==> src/rtl/kw_pkg.sv <==
// ----------------------------------------------------------------------------
// kw_pkg
// Types and constants shared by the K-weighting filter modules.
// ----------------------------------------------------------------------------
package kw_pkg;

  localparam int CIDX_W = 3;
  localparam int SAMP_W = 24;
  localparam int OUT_W  = 30;
  localparam int REG_W  = 32;
  localparam int COEF_W = 37;
  localparam int HIST_W = 64;
  localparam int ACC_W  = 104;
  localparam int PP_W   = COEF_W + 33;
  localparam int ADDR_W = 5;
  localparam int NREGS  = 7;

  typedef enum logic [2:0] {
    REG_SHELF_NUM0,
    REG_SHELF_NUM1,
    REG_SHELF_NUM2,
    REG_SHELF_DEN1,
    REG_SHELF_DEN2,
    REG_HIGHPASS_DEN1,
    REG_HIGHPASS_DEN2
  } kw_reg_t;

  localparam logic signed [REG_W-1:0] RST_SHELF_NUM0    = 32'sd412081942;
  localparam logic signed [REG_W-1:0] RST_SHELF_NUM1    = -32'sd722546690;
  localparam logic signed [REG_W-1:0] RST_SHELF_NUM2    = 32'sd321691121;
  localparam logic signed [REG_W-1:0] RST_SHELF_DEN1    = -32'sd453832899;
  localparam logic signed [REG_W-1:0] RST_SHELF_DEN2    = 32'sd196623811;
  localparam logic signed [REG_W-1:0] RST_HIGHPASS_DEN1 = -32'sd534199296;
  localparam logic signed [REG_W-1:0] RST_HIGHPASS_DEN2 = 32'sd265770496;

  typedef logic signed [COEF_W-1:0] kw_cw_t;

  typedef struct packed {
    kw_cw_t b0;
    kw_cw_t b1;
    kw_cw_t b2;
    kw_cw_t b3;
    kw_cw_t b4;
    kw_cw_t a1;
    kw_cw_t a2;
    kw_cw_t a3;
    kw_cw_t a4;
  } kw_coef_t;

  typedef struct packed {
    logic [CIDX_W-1:0]        chan;
    logic signed [SAMP_W-1:0] sample;
    logic                     in_range;
  } kw_item_t;

  typedef enum logic [3:0] {
    ST_IDLE,
    ST_READ,
    ST_MAC_A,
    ST_DRAIN_A,
    ST_RND_V,
    ST_MAC_B,
    ST_DRAIN_B,
    ST_RND_Y,
    ST_DONE
  } kw_state_t;

  localparam logic [3:0] LAST_A = 4'd7;
  localparam logic [3:0] LAST_B = 4'd9;

endpackage

==> src/rtl/kw_coef.sv <==
// ----------------------------------------------------------------------------
// kw_coef
// Coefficient registers and the sequencer that convolves the two sections
// into the combined fourth-order coefficient set.
// ----------------------------------------------------------------------------
module kw_coef (
  input  logic                       clk,
  input  logic                       rst_n,
  input  logic                       psel,
  input  logic                       penable,
  input  logic                       pwrite,
  input  logic [kw_pkg::ADDR_W-1:0]  paddr,
  input  logic [kw_pkg::REG_W-1:0]   pwdata,
  output logic [kw_pkg::REG_W-1:0]   prdata,
  output kw_pkg::kw_coef_t           coef,
  output logic                       busy
);
  import kw_pkg::*;

  logic signed [REG_W-1:0]  regs_r [NREGS];
  logic signed [2*REG_W-1:0] prod_r;
  kw_cw_t                   rnd_r [4];
  kw_coef_t                 coef_r;
  logic                     busy_r;
  logic [2:0]               step_r;
  logic                     wr_en;
  kw_reg_t                  idx;
  logic signed [REG_W-1:0]  mul_a;
  logic signed [REG_W-1:0]  mul_b;
  logic signed [2*REG_W-1:0] rnd_sum;
  kw_cw_t s0, s1, s2, d1, d2, p1, p2;

  assign idx   = kw_reg_t'(paddr[ADDR_W-1:2]);
  assign wr_en = psel && penable && pwrite && (paddr[ADDR_W-1:2] < 3'(NREGS));

  always_ff @(posedge clk) begin
    if (!rst_n) begin
      regs_r[REG_SHELF_NUM0]    <= RST_SHELF_NUM0;
      regs_r[REG_SHELF_NUM1]    <= RST_SHELF_NUM1;
      regs_r[REG_SHELF_NUM2]    <= RST_SHELF_NUM2;
      regs_r[REG_SHELF_DEN1]    <= RST_SHELF_DEN1;
      regs_r[REG_SHELF_DEN2]    <= RST_SHELF_DEN2;
      regs_r[REG_HIGHPASS_DEN1] <= RST_HIGHPASS_DEN1;
      regs_r[REG_HIGHPASS_DEN2] <= RST_HIGHPASS_DEN2;
    end else if (wr_en) begin
      regs_r[idx] <= pwdata;
    end
  end

  always_comb begin
    prdata = '0;
    unique case (idx)
      REG_SHELF_NUM0:    prdata = regs_r[REG_SHELF_NUM0];
      REG_SHELF_NUM1:    prdata = regs_r[REG_SHELF_NUM1];
      REG_SHELF_NUM2:    prdata = regs_r[REG_SHELF_NUM2];
      REG_SHELF_DEN1:    prdata = regs_r[REG_SHELF_DEN1];
      REG_SHELF_DEN2:    prdata = regs_r[REG_SHELF_DEN2];
      REG_HIGHPASS_DEN1: prdata = regs_r[REG_HIGHPASS_DEN1];
      REG_HIGHPASS_DEN2: prdata = regs_r[REG_HIGHPASS_DEN2];
      default:           prdata = '0;
    endcase
  end

  assign s0 = COEF_W'(regs_r[REG_SHELF_NUM0]);
  assign s1 = COEF_W'(regs_r[REG_SHELF_NUM1]);
  assign s2 = COEF_W'(regs_r[REG_SHELF_NUM2]);
  assign d1 = COEF_W'(regs_r[REG_SHELF_DEN1]);
  assign d2 = COEF_W'(regs_r[REG_SHELF_DEN2]);
  assign p1 = COEF_W'(regs_r[REG_HIGHPASS_DEN1]);
  assign p2 = COEF_W'(regs_r[REG_HIGHPASS_DEN2]);

  always_comb begin
    case (step_r[1:0])
      2'd0: begin
        mul_a = regs_r[REG_SHELF_DEN1];
        mul_b = regs_r[REG_HIGHPASS_DEN1];
      end
      2'd1: begin
        mul_a = regs_r[REG_SHELF_DEN1];
        mul_b = regs_r[REG_HIGHPASS_DEN2];
      end
      2'd2: begin
        mul_a = regs_r[REG_SHELF_DEN2];
        mul_b = regs_r[REG_HIGHPASS_DEN1];
      end
      default: begin
        mul_a = regs_r[REG_SHELF_DEN2];
        mul_b = regs_r[REG_HIGHPASS_DEN2];
      end
    endcase
  end

  assign rnd_sum = (prod_r + (64'sd1 <<< 27)) >>> 28;

  always_ff @(posedge clk) begin
    if (!rst_n) begin
      busy_r <= 1'b1;
      step_r <= '0;
    end else if (wr_en) begin
      busy_r <= 1'b1;
      step_r <= '0;
    end else if (busy_r) begin
      if (step_r == 3'd5) begin
        busy_r <= 1'b0;
      end
      step_r <= step_r + 3'd1;
    end
  end

  always_ff @(posedge clk) begin
    if (busy_r && step_r < 3'd4) begin
      prod_r <= mul_a * mul_b;
    end
    if (busy_r && step_r != 3'd0 && step_r < 3'd5) begin
      rnd_r[2'(step_r - 3'd1)] <= rnd_sum[COEF_W-1:0];
    end
    if (busy_r && step_r == 3'd5) begin
      coef_r.b0 <= s0;
      coef_r.b1 <= s1 - (s0 <<< 1);
      coef_r.b2 <= s0 - (s1 <<< 1) + s2;
      coef_r.b3 <= s1 - (s2 <<< 1);
      coef_r.b4 <= s2;
      coef_r.a1 <= d1 + p1;
      coef_r.a2 <= d2 + p2 + rnd_r[0];
      coef_r.a3 <= rnd_r[1] + rnd_r[2];
      coef_r.a4 <= rnd_r[3];
    end
  end

  assign coef = coef_r;
  assign busy = busy_r;

endmodule

==> config.mk <==
export PLATFORM = sky130hd
export DESIGN_NAME = kw_coef
export DESIGN_NICKNAME = d
export VERILOG_FILES = /design/src/rtl/kw_pkg.sv /design/src/rtl/kw_coef.sv
export SDC_FILE = /design/constraint.sdc
export NUM_CORES = 2
export LEC_CHECK = 0
export BUFFER_PORTS_ARGS = -buffer_cell sky130_fd_sc_hd__buf_4
export CAP_MARGIN = 20
export CORE_ASPECT_RATIO = 0.6
export CORE_UTILIZATION = 35
export CTS_CLUSTER_SIZE = 8
export DETAILED_ROUTE_END_ITERATION = 10
export GPL_ROUTABILITY_DRIVEN = 0
export PLACE_DENSITY = 0.51
export SLEW_MARGIN = 10
export SYNTH_ARGS = -nofsm -noshare
export SYNTH_HDL_FRONTEND = slang
export SYNTH_SLANG_ARGS = --single-unit
==> constraint.sdc <==
create_clock -name clk -period 12.48 [get_ports clk]
set_input_delay 0.624 -clock clk [delete_from_list [all_inputs] [get_ports clk]]
set_output_delay 0.624 -clock clk [all_outputs]
set_load 0.005 [all_outputs]
Word level (Yosys, flattened, before mapping)
Memory sizes are Yosys's and may differ from the RTL's. A register that Yosys moved wholly into a read port is not among the register bits.
Index checks and enable logic that the tools add are counted.
Widths: inputs -> output; s select.
- flip-flop bits (word level): 354
- memory bits (writable): 372
- bits of input ports: 42
- output and inout bits: 366
- word-level logic and storage cells: 66
- memories kept: 2
- add/subtract/negate cells: 11
- multiply operators: 1
- magnitude comparators: 3
- equal/unequal tests: 9
- multiplexer cells: 14
- bitwise logic cells: 1
- reduce and logical (&&, ||, !) cells: 14
- memory list (memory ; words ; width ; rd ports ; clocked after Yosys merged registers in ; write ports ; RTL line ; text):
    regs_r ; 7 ; 32 ; 7 ; 0 ; 7 ; kw_coef.sv:20 ; logic signed [REG_W-1:0] regs_r [NREGS];
    rnd_r ; 4 ; 37 ; 4 ; 1 ; 1 ; kw_coef.sv:22 ; kw_cw_t rnd_r [4];
- operators with widths (cell ; number):
    $pmux 32 s7 ; 1
    $sub 32x33->34 ; 3
    $mux 32 ; 3
    $add 32x32->33 ; 2
    $add 64x29->64 const B ; 1
    $mul 32x32->64 ; 1
    $add 33x37->37 ; 1
    $add 37x37->37 ; 1
    $add 34x32->35 ; 1
    $reduce_or 32->1 ; 1
    $eq 3x3->1 const B ; 4
    $lt 3x3->1 const B ; 3
    $mux 1 ; 9
    $logic_and 1x1->1 ; 7
    $eq 3x2->1 const B ; 2
    $reduce_or 2->1 ; 3
    $add 3x1->3 const B ; 1
    $eq 3x1->1 const B ; 1
    $logic_not 3->1 ; 1
    $mux 3 ; 1
    $reduce_bool 3->1 ; 1
    $eq 2x1->1 const B ; 1
    $eq 2x2->1 const B ; 1
    $logic_not 2->1 ; 1
    2 further kinds ; 2

Logic depth before layout (Yosys ltp)
- depth in word-level cells: 8
- mapped depth: 35
- mapped depth without buffers: 31

Worst setup path after synthesis
OpenSTA, ideal clock, no wires.
- path type: reg-to-reg
- from: register step_r[0]
- to: register prod_r[62] (data pin)
- library setup time: 0.258 ns
- data arrival time: 9.528 ns
- setup slack: 2.694 ns
- cell stages (with the launch flop): 32
- path buffers: 4
- clock period less this slack: 9.786 ns
- cells stage by stage: dfxtp_1 buf_2 buf_1 inv_1 ha_1 nor2_4 buf_1 mux2_2 buf_1 nand2_1 inv_1 fa_1 fa_1 fa_1 fa_1 inv_1 fa_1 inv_1 fa_1 inv_1 fa_1 fa_1 inv_1 ha_1 a21o_1 a21o_1 a21o_1 a21o_1 a21oi_1 o21bai_1 a221o_1 xor2_1
- word-level cells in the longest chain between the ends: 4
- elaborated cells between the ends (all ways): 8
- classes of those cells: 1 x mul; 2 x eq/ne; 2 x mux; 3 x reduce/logical
- ends and longest elaborated chain (item ; RTL line ; text):
    start: declaration ; kw_coef.sv:25 ; logic [2:0] step_r;
    start signal: assignment ; kw_coef.sv:106 ; step_r <= step_r + 3'd1;
    $eq 2x1->1 (tied with other cells) ; kw_coef.sv:73 ; case (step_r[1:0])
    $reduce_or 2->1 (no line) ; - ;
    $mux 32 ; - ;
    $mul 32x32->64 (*) ; kw_coef.sv:112 ; prod_r <= mul_a * mul_b;
    end signal: assignment ; kw_coef.sv:112 ;
    end: declaration ; kw_coef.sv:21 ; logic signed [2*REG_W-1:0] prod_r;
Mark *: on every way between the ends. The rest lies on a longest branch, timed or not.
A chain may end at the register's enable or synchronous reset.

Final worst setup path
- from: register step_r[0]
- to: register prod_r[57] (data pin)
Same word-level chain as after synthesis.

==> out/summary.md <==
## Status
* finished clean — outcome

## Logic synthesis
* 72100 sq um — Mapped Area
* 6831 — Mapped Cells
* 0 — synth warn
* 682 — Post-synth EDFFs
* fa_1 (32%), edfxtp_1 (28%), ha_1 (6.7%), inv_1 (6.3%), nor2_1 (4.0%) — largest cells by area after synthesis
* 29.4% — sequential share of the synthesized area
* 86 — post-synth cell types
* 718 — flip-flop and latch count after synthesis
* fa_1 — library cell with the largest summed area after synthesis
* 0% — share of flip-flops with an asynchronous set or reset after synthesis
* 10.6 sq um — Avg Inst Size Synth
* edfxtp_1 — Top FF cell, synth
* 8415 — syn_nets
* 32.0% — proportion of netlist area held by the largest area contributor

## Floorplanning
* 354 um — die height
* 408 — I/O pin count
* 35.4% — starting utilization of the core area
* 208000 sq um — die area
* 204000 sq um — core region area
* 588 um — die outline width
* 128 — number of core rows

## Critical path
* 64 — Worst Path Max Fanout
* flop — startpoint kind of the worst setup timing path
* fa_1 — library cell contributing the largest single delay on the critical path
* 12.94 ns — required time at the endpoint of the critical path
* flop to flop — startpoint-to-endpoint class of the critical path
* flop — endpoint kind of the worst setup timing path
* 0.68 ns — worst stage delay on the critical path
* fa_1 — Most Frequent Cell on Critical Path
* 11.29 ns — data arrival at the endpoint of the critical path

## Worst hold path
* input port to flop — type of the worst min-delay path

## Clock tree
* clkbuf_16 — clock root buffer
* 0.73 ns — Clk Latency, worst-skew pair
* 0 — post-CTS sizing
* 100 — Inserted Clock Buffers
* 0.06 ns — clock transition at the registers of the reported paths
* 718 — TritonCTS sink count
* 0 — post-CTS setup-driven buffer insertion count
* 3 — depth of the CTS H-tree
* done — TritonCTS clock tree
* 3 — buffers from clock root to sink, at most
* 0 — cts-stage hold buffer count

## Cells and area
* 11.1% — share of post-route cells with drive strength above 1
* 10000 — final instance count without filler cells
* 13.3% — Area Growth Syn to Fin
* 45500 sq um — Multi-input gate area
* 19800 — fill cell total of the finished layout
* 40.1% — end-of-flow core utilization
* 21200 sq um — sequential cell area
* 8809 — Post-layout nets

## Route
* 53300 — via total after detailed routing
* 262000 um — routed wire length
* 0 — count of unresolved DRC violations after routing
* 26.1 um — average detailed-routed wire length per instance
* 0 — number of antenna-violating nets in the routed design
* 5842 — detailed router's first-iteration violation count
* 7 — total iterations of the first detailed-routing run
* 5.32 — Via density

## Place
* 209000 um — DP Wirelength
* 405 — number of buffers inserted by port buffering
* 9850 — instance count after placement with tap cells included

## Timing
* 20.4% — headroom to the max-slew limit
* 86.7% — fraction of the cycle the final worst path needs
* 0 — final-report hold violation count
* 92.4 MHz — maximum frequency from static timing analysis
* 0 — count of pins over their slew limit
* 0 ns — total negative slack for setup checks
* no — RSZ-0062 raised after global routing
* 0.0851 ns — clock skew after layout
* 1.19 ns — transition time of the tightest slew-check pin
* 0 — final setup violation count
* 0.179 ns — tightest hold margin
* 10.82 ns — final critical-path required period

## Global routing
* 379000 um — global-route wire length before repair
* 7 — antenna violations before repair
* 53600 — number of global-route vias before repair
* 25.0% — total global-route track usage
* 194 — largest net degree at the start of global routing
* 0 — total congestion overflow after global routing

## Run
* 0 — max-capacitance violation count

cell usage after synthesis, drive strengths merged, types with 6 or more instances:
| cell | instances |
|---|---|
| o211ai | 16 |
| and2 | 38 |
| a22oi | 46 |
| a211oi | 24 |
| buf | 46 |
| nor2b | 37 |
| a31oi | 30 |
| o21bai | 24 |
| a22o | 23 |
| nor3 | 52 |
| a2111oi | 9 |
| ha | 388 |
| a221oi | 8 |
| xor2 | 70 |
| xnor2 | 179 |
| nand2 | 671 |
| fa | 1154 |
| o221ai | 8 |
| a21o | 129 |
| o21ai | 148 |
| inv | 1218 |
| edfxtp | 682 |
| nor2 | 772 |
| mux2i | 83 |
| clkbuf | 205 |
| and4 | 6 |
| and3 | 52 |
| o21a | 43 |
| nand2b | 59 |
| nand3 | 71 |
| nand4 | 31 |
| a21oi | 199 |
| a21boi | 22 |
| dfxtp | 36 |
| or3 | 75 |
| o31ai | 16 |
| mux2 | 67 |
| or2 | 17 |
worst max-delay path: cells and delay by family (launching register included):
kind,cells,cell delay [ns]
muxes,1,0.64
adders and majority gates,10,4.99
AOI/OAI and AO/OA,7,2.14
xor gates and xnor gates,1,0.09
DFF,1,0.56
buffers and inverters,6,0.83
and+or+nand+nor,4,1.21
logic make-up after synthesis:
logic type / Yosys count / synth area share (%)
and+or+nand+nor: 1898 / 11.3
xor gates and xnor gates: 249 / 3.03
AOI/OAI and AO/OA: 801 / 7.41
adders and majority gates: 1542 / 38.8
DFF: 718 / 29.4
buffers and inverters: 1471 / 7.79
muxes: 152 / 2.26
path summary, 6_finish.rpt:
check,from,endpoint,slack (ns),cells past startpoint
setup reg to reg,step_r[0]$_SDFFE_PP0P_,prod_r[57]$_DFFE_PP_,1.66,29
hold reg to reg,rnd_r[3][9]$_DFFE_PP_,coef[9]$_DFFE_PP_,0.41,0
hold / removal,pwdata[19],regs_r[6][19]$_SDFFE_PN0P_,0.18,3
setup / recovery,step_r[0]$_SDFFE_PP0P_,prod_r[57]$_DFFE_PP_,1.66,29
per-layer routing:
layer	up-vias	global-route usage, %	share of wire (%)
li1	22700	-	-
met1	27400	38.7	46
met2	2912	33.1	38
met3	257	9.20	14
met4	0	4.41	1.8
met5	-	0	0
layout make-up:
type	instances	share of cell area, %
Multi-Input combinational cell	4642	55.7
Tap cell	2730	4.18
Timing Repair Buffer	543	5.05
Inverter	1220	5.61
Clock inverter	9	0.213
Sequential cell	718	26.0
Clock buffer	143	3.26
Antenna cell	5	0.0153
cells in the final DEF, fill, tap and decap left out, types with 129 or more instances in the layout:
| cell | instances |
|---|---|
| a21o_1 | 129 |
| a21oi_1 | 198 |
| buf_4 | 540 |
| edfxtp_1 | 682 |
| fa_1 | 1154 |
| ha_1 | 388 |
| inv_1 | 1218 |
| nand2_1 | 670 |
| nor2_1 | 769 |
| o21ai_0 | 143 |
| xnor2_1 | 179 |
metrics by stage:
stage          area [sq um]  setup slack, ns
2_1_floorplan         72100             2.69
3_3_place_gp          78800             2.06
3_5_place_dp          78800             1.98
4_1_cts               81600             1.92
5_1_grt               81700             1.43
6_report              81700             1.66
sequential cells by signal, summed over array words and instances, names as in the netlist:
register,cells
rnd_r,144
busy,1
regs_r,224
prod_r,37
step_r,3
coef,309
Power is not shown: default switching activity piles up to over one toggle a cycle in this logic, so the estimate is an artifact.
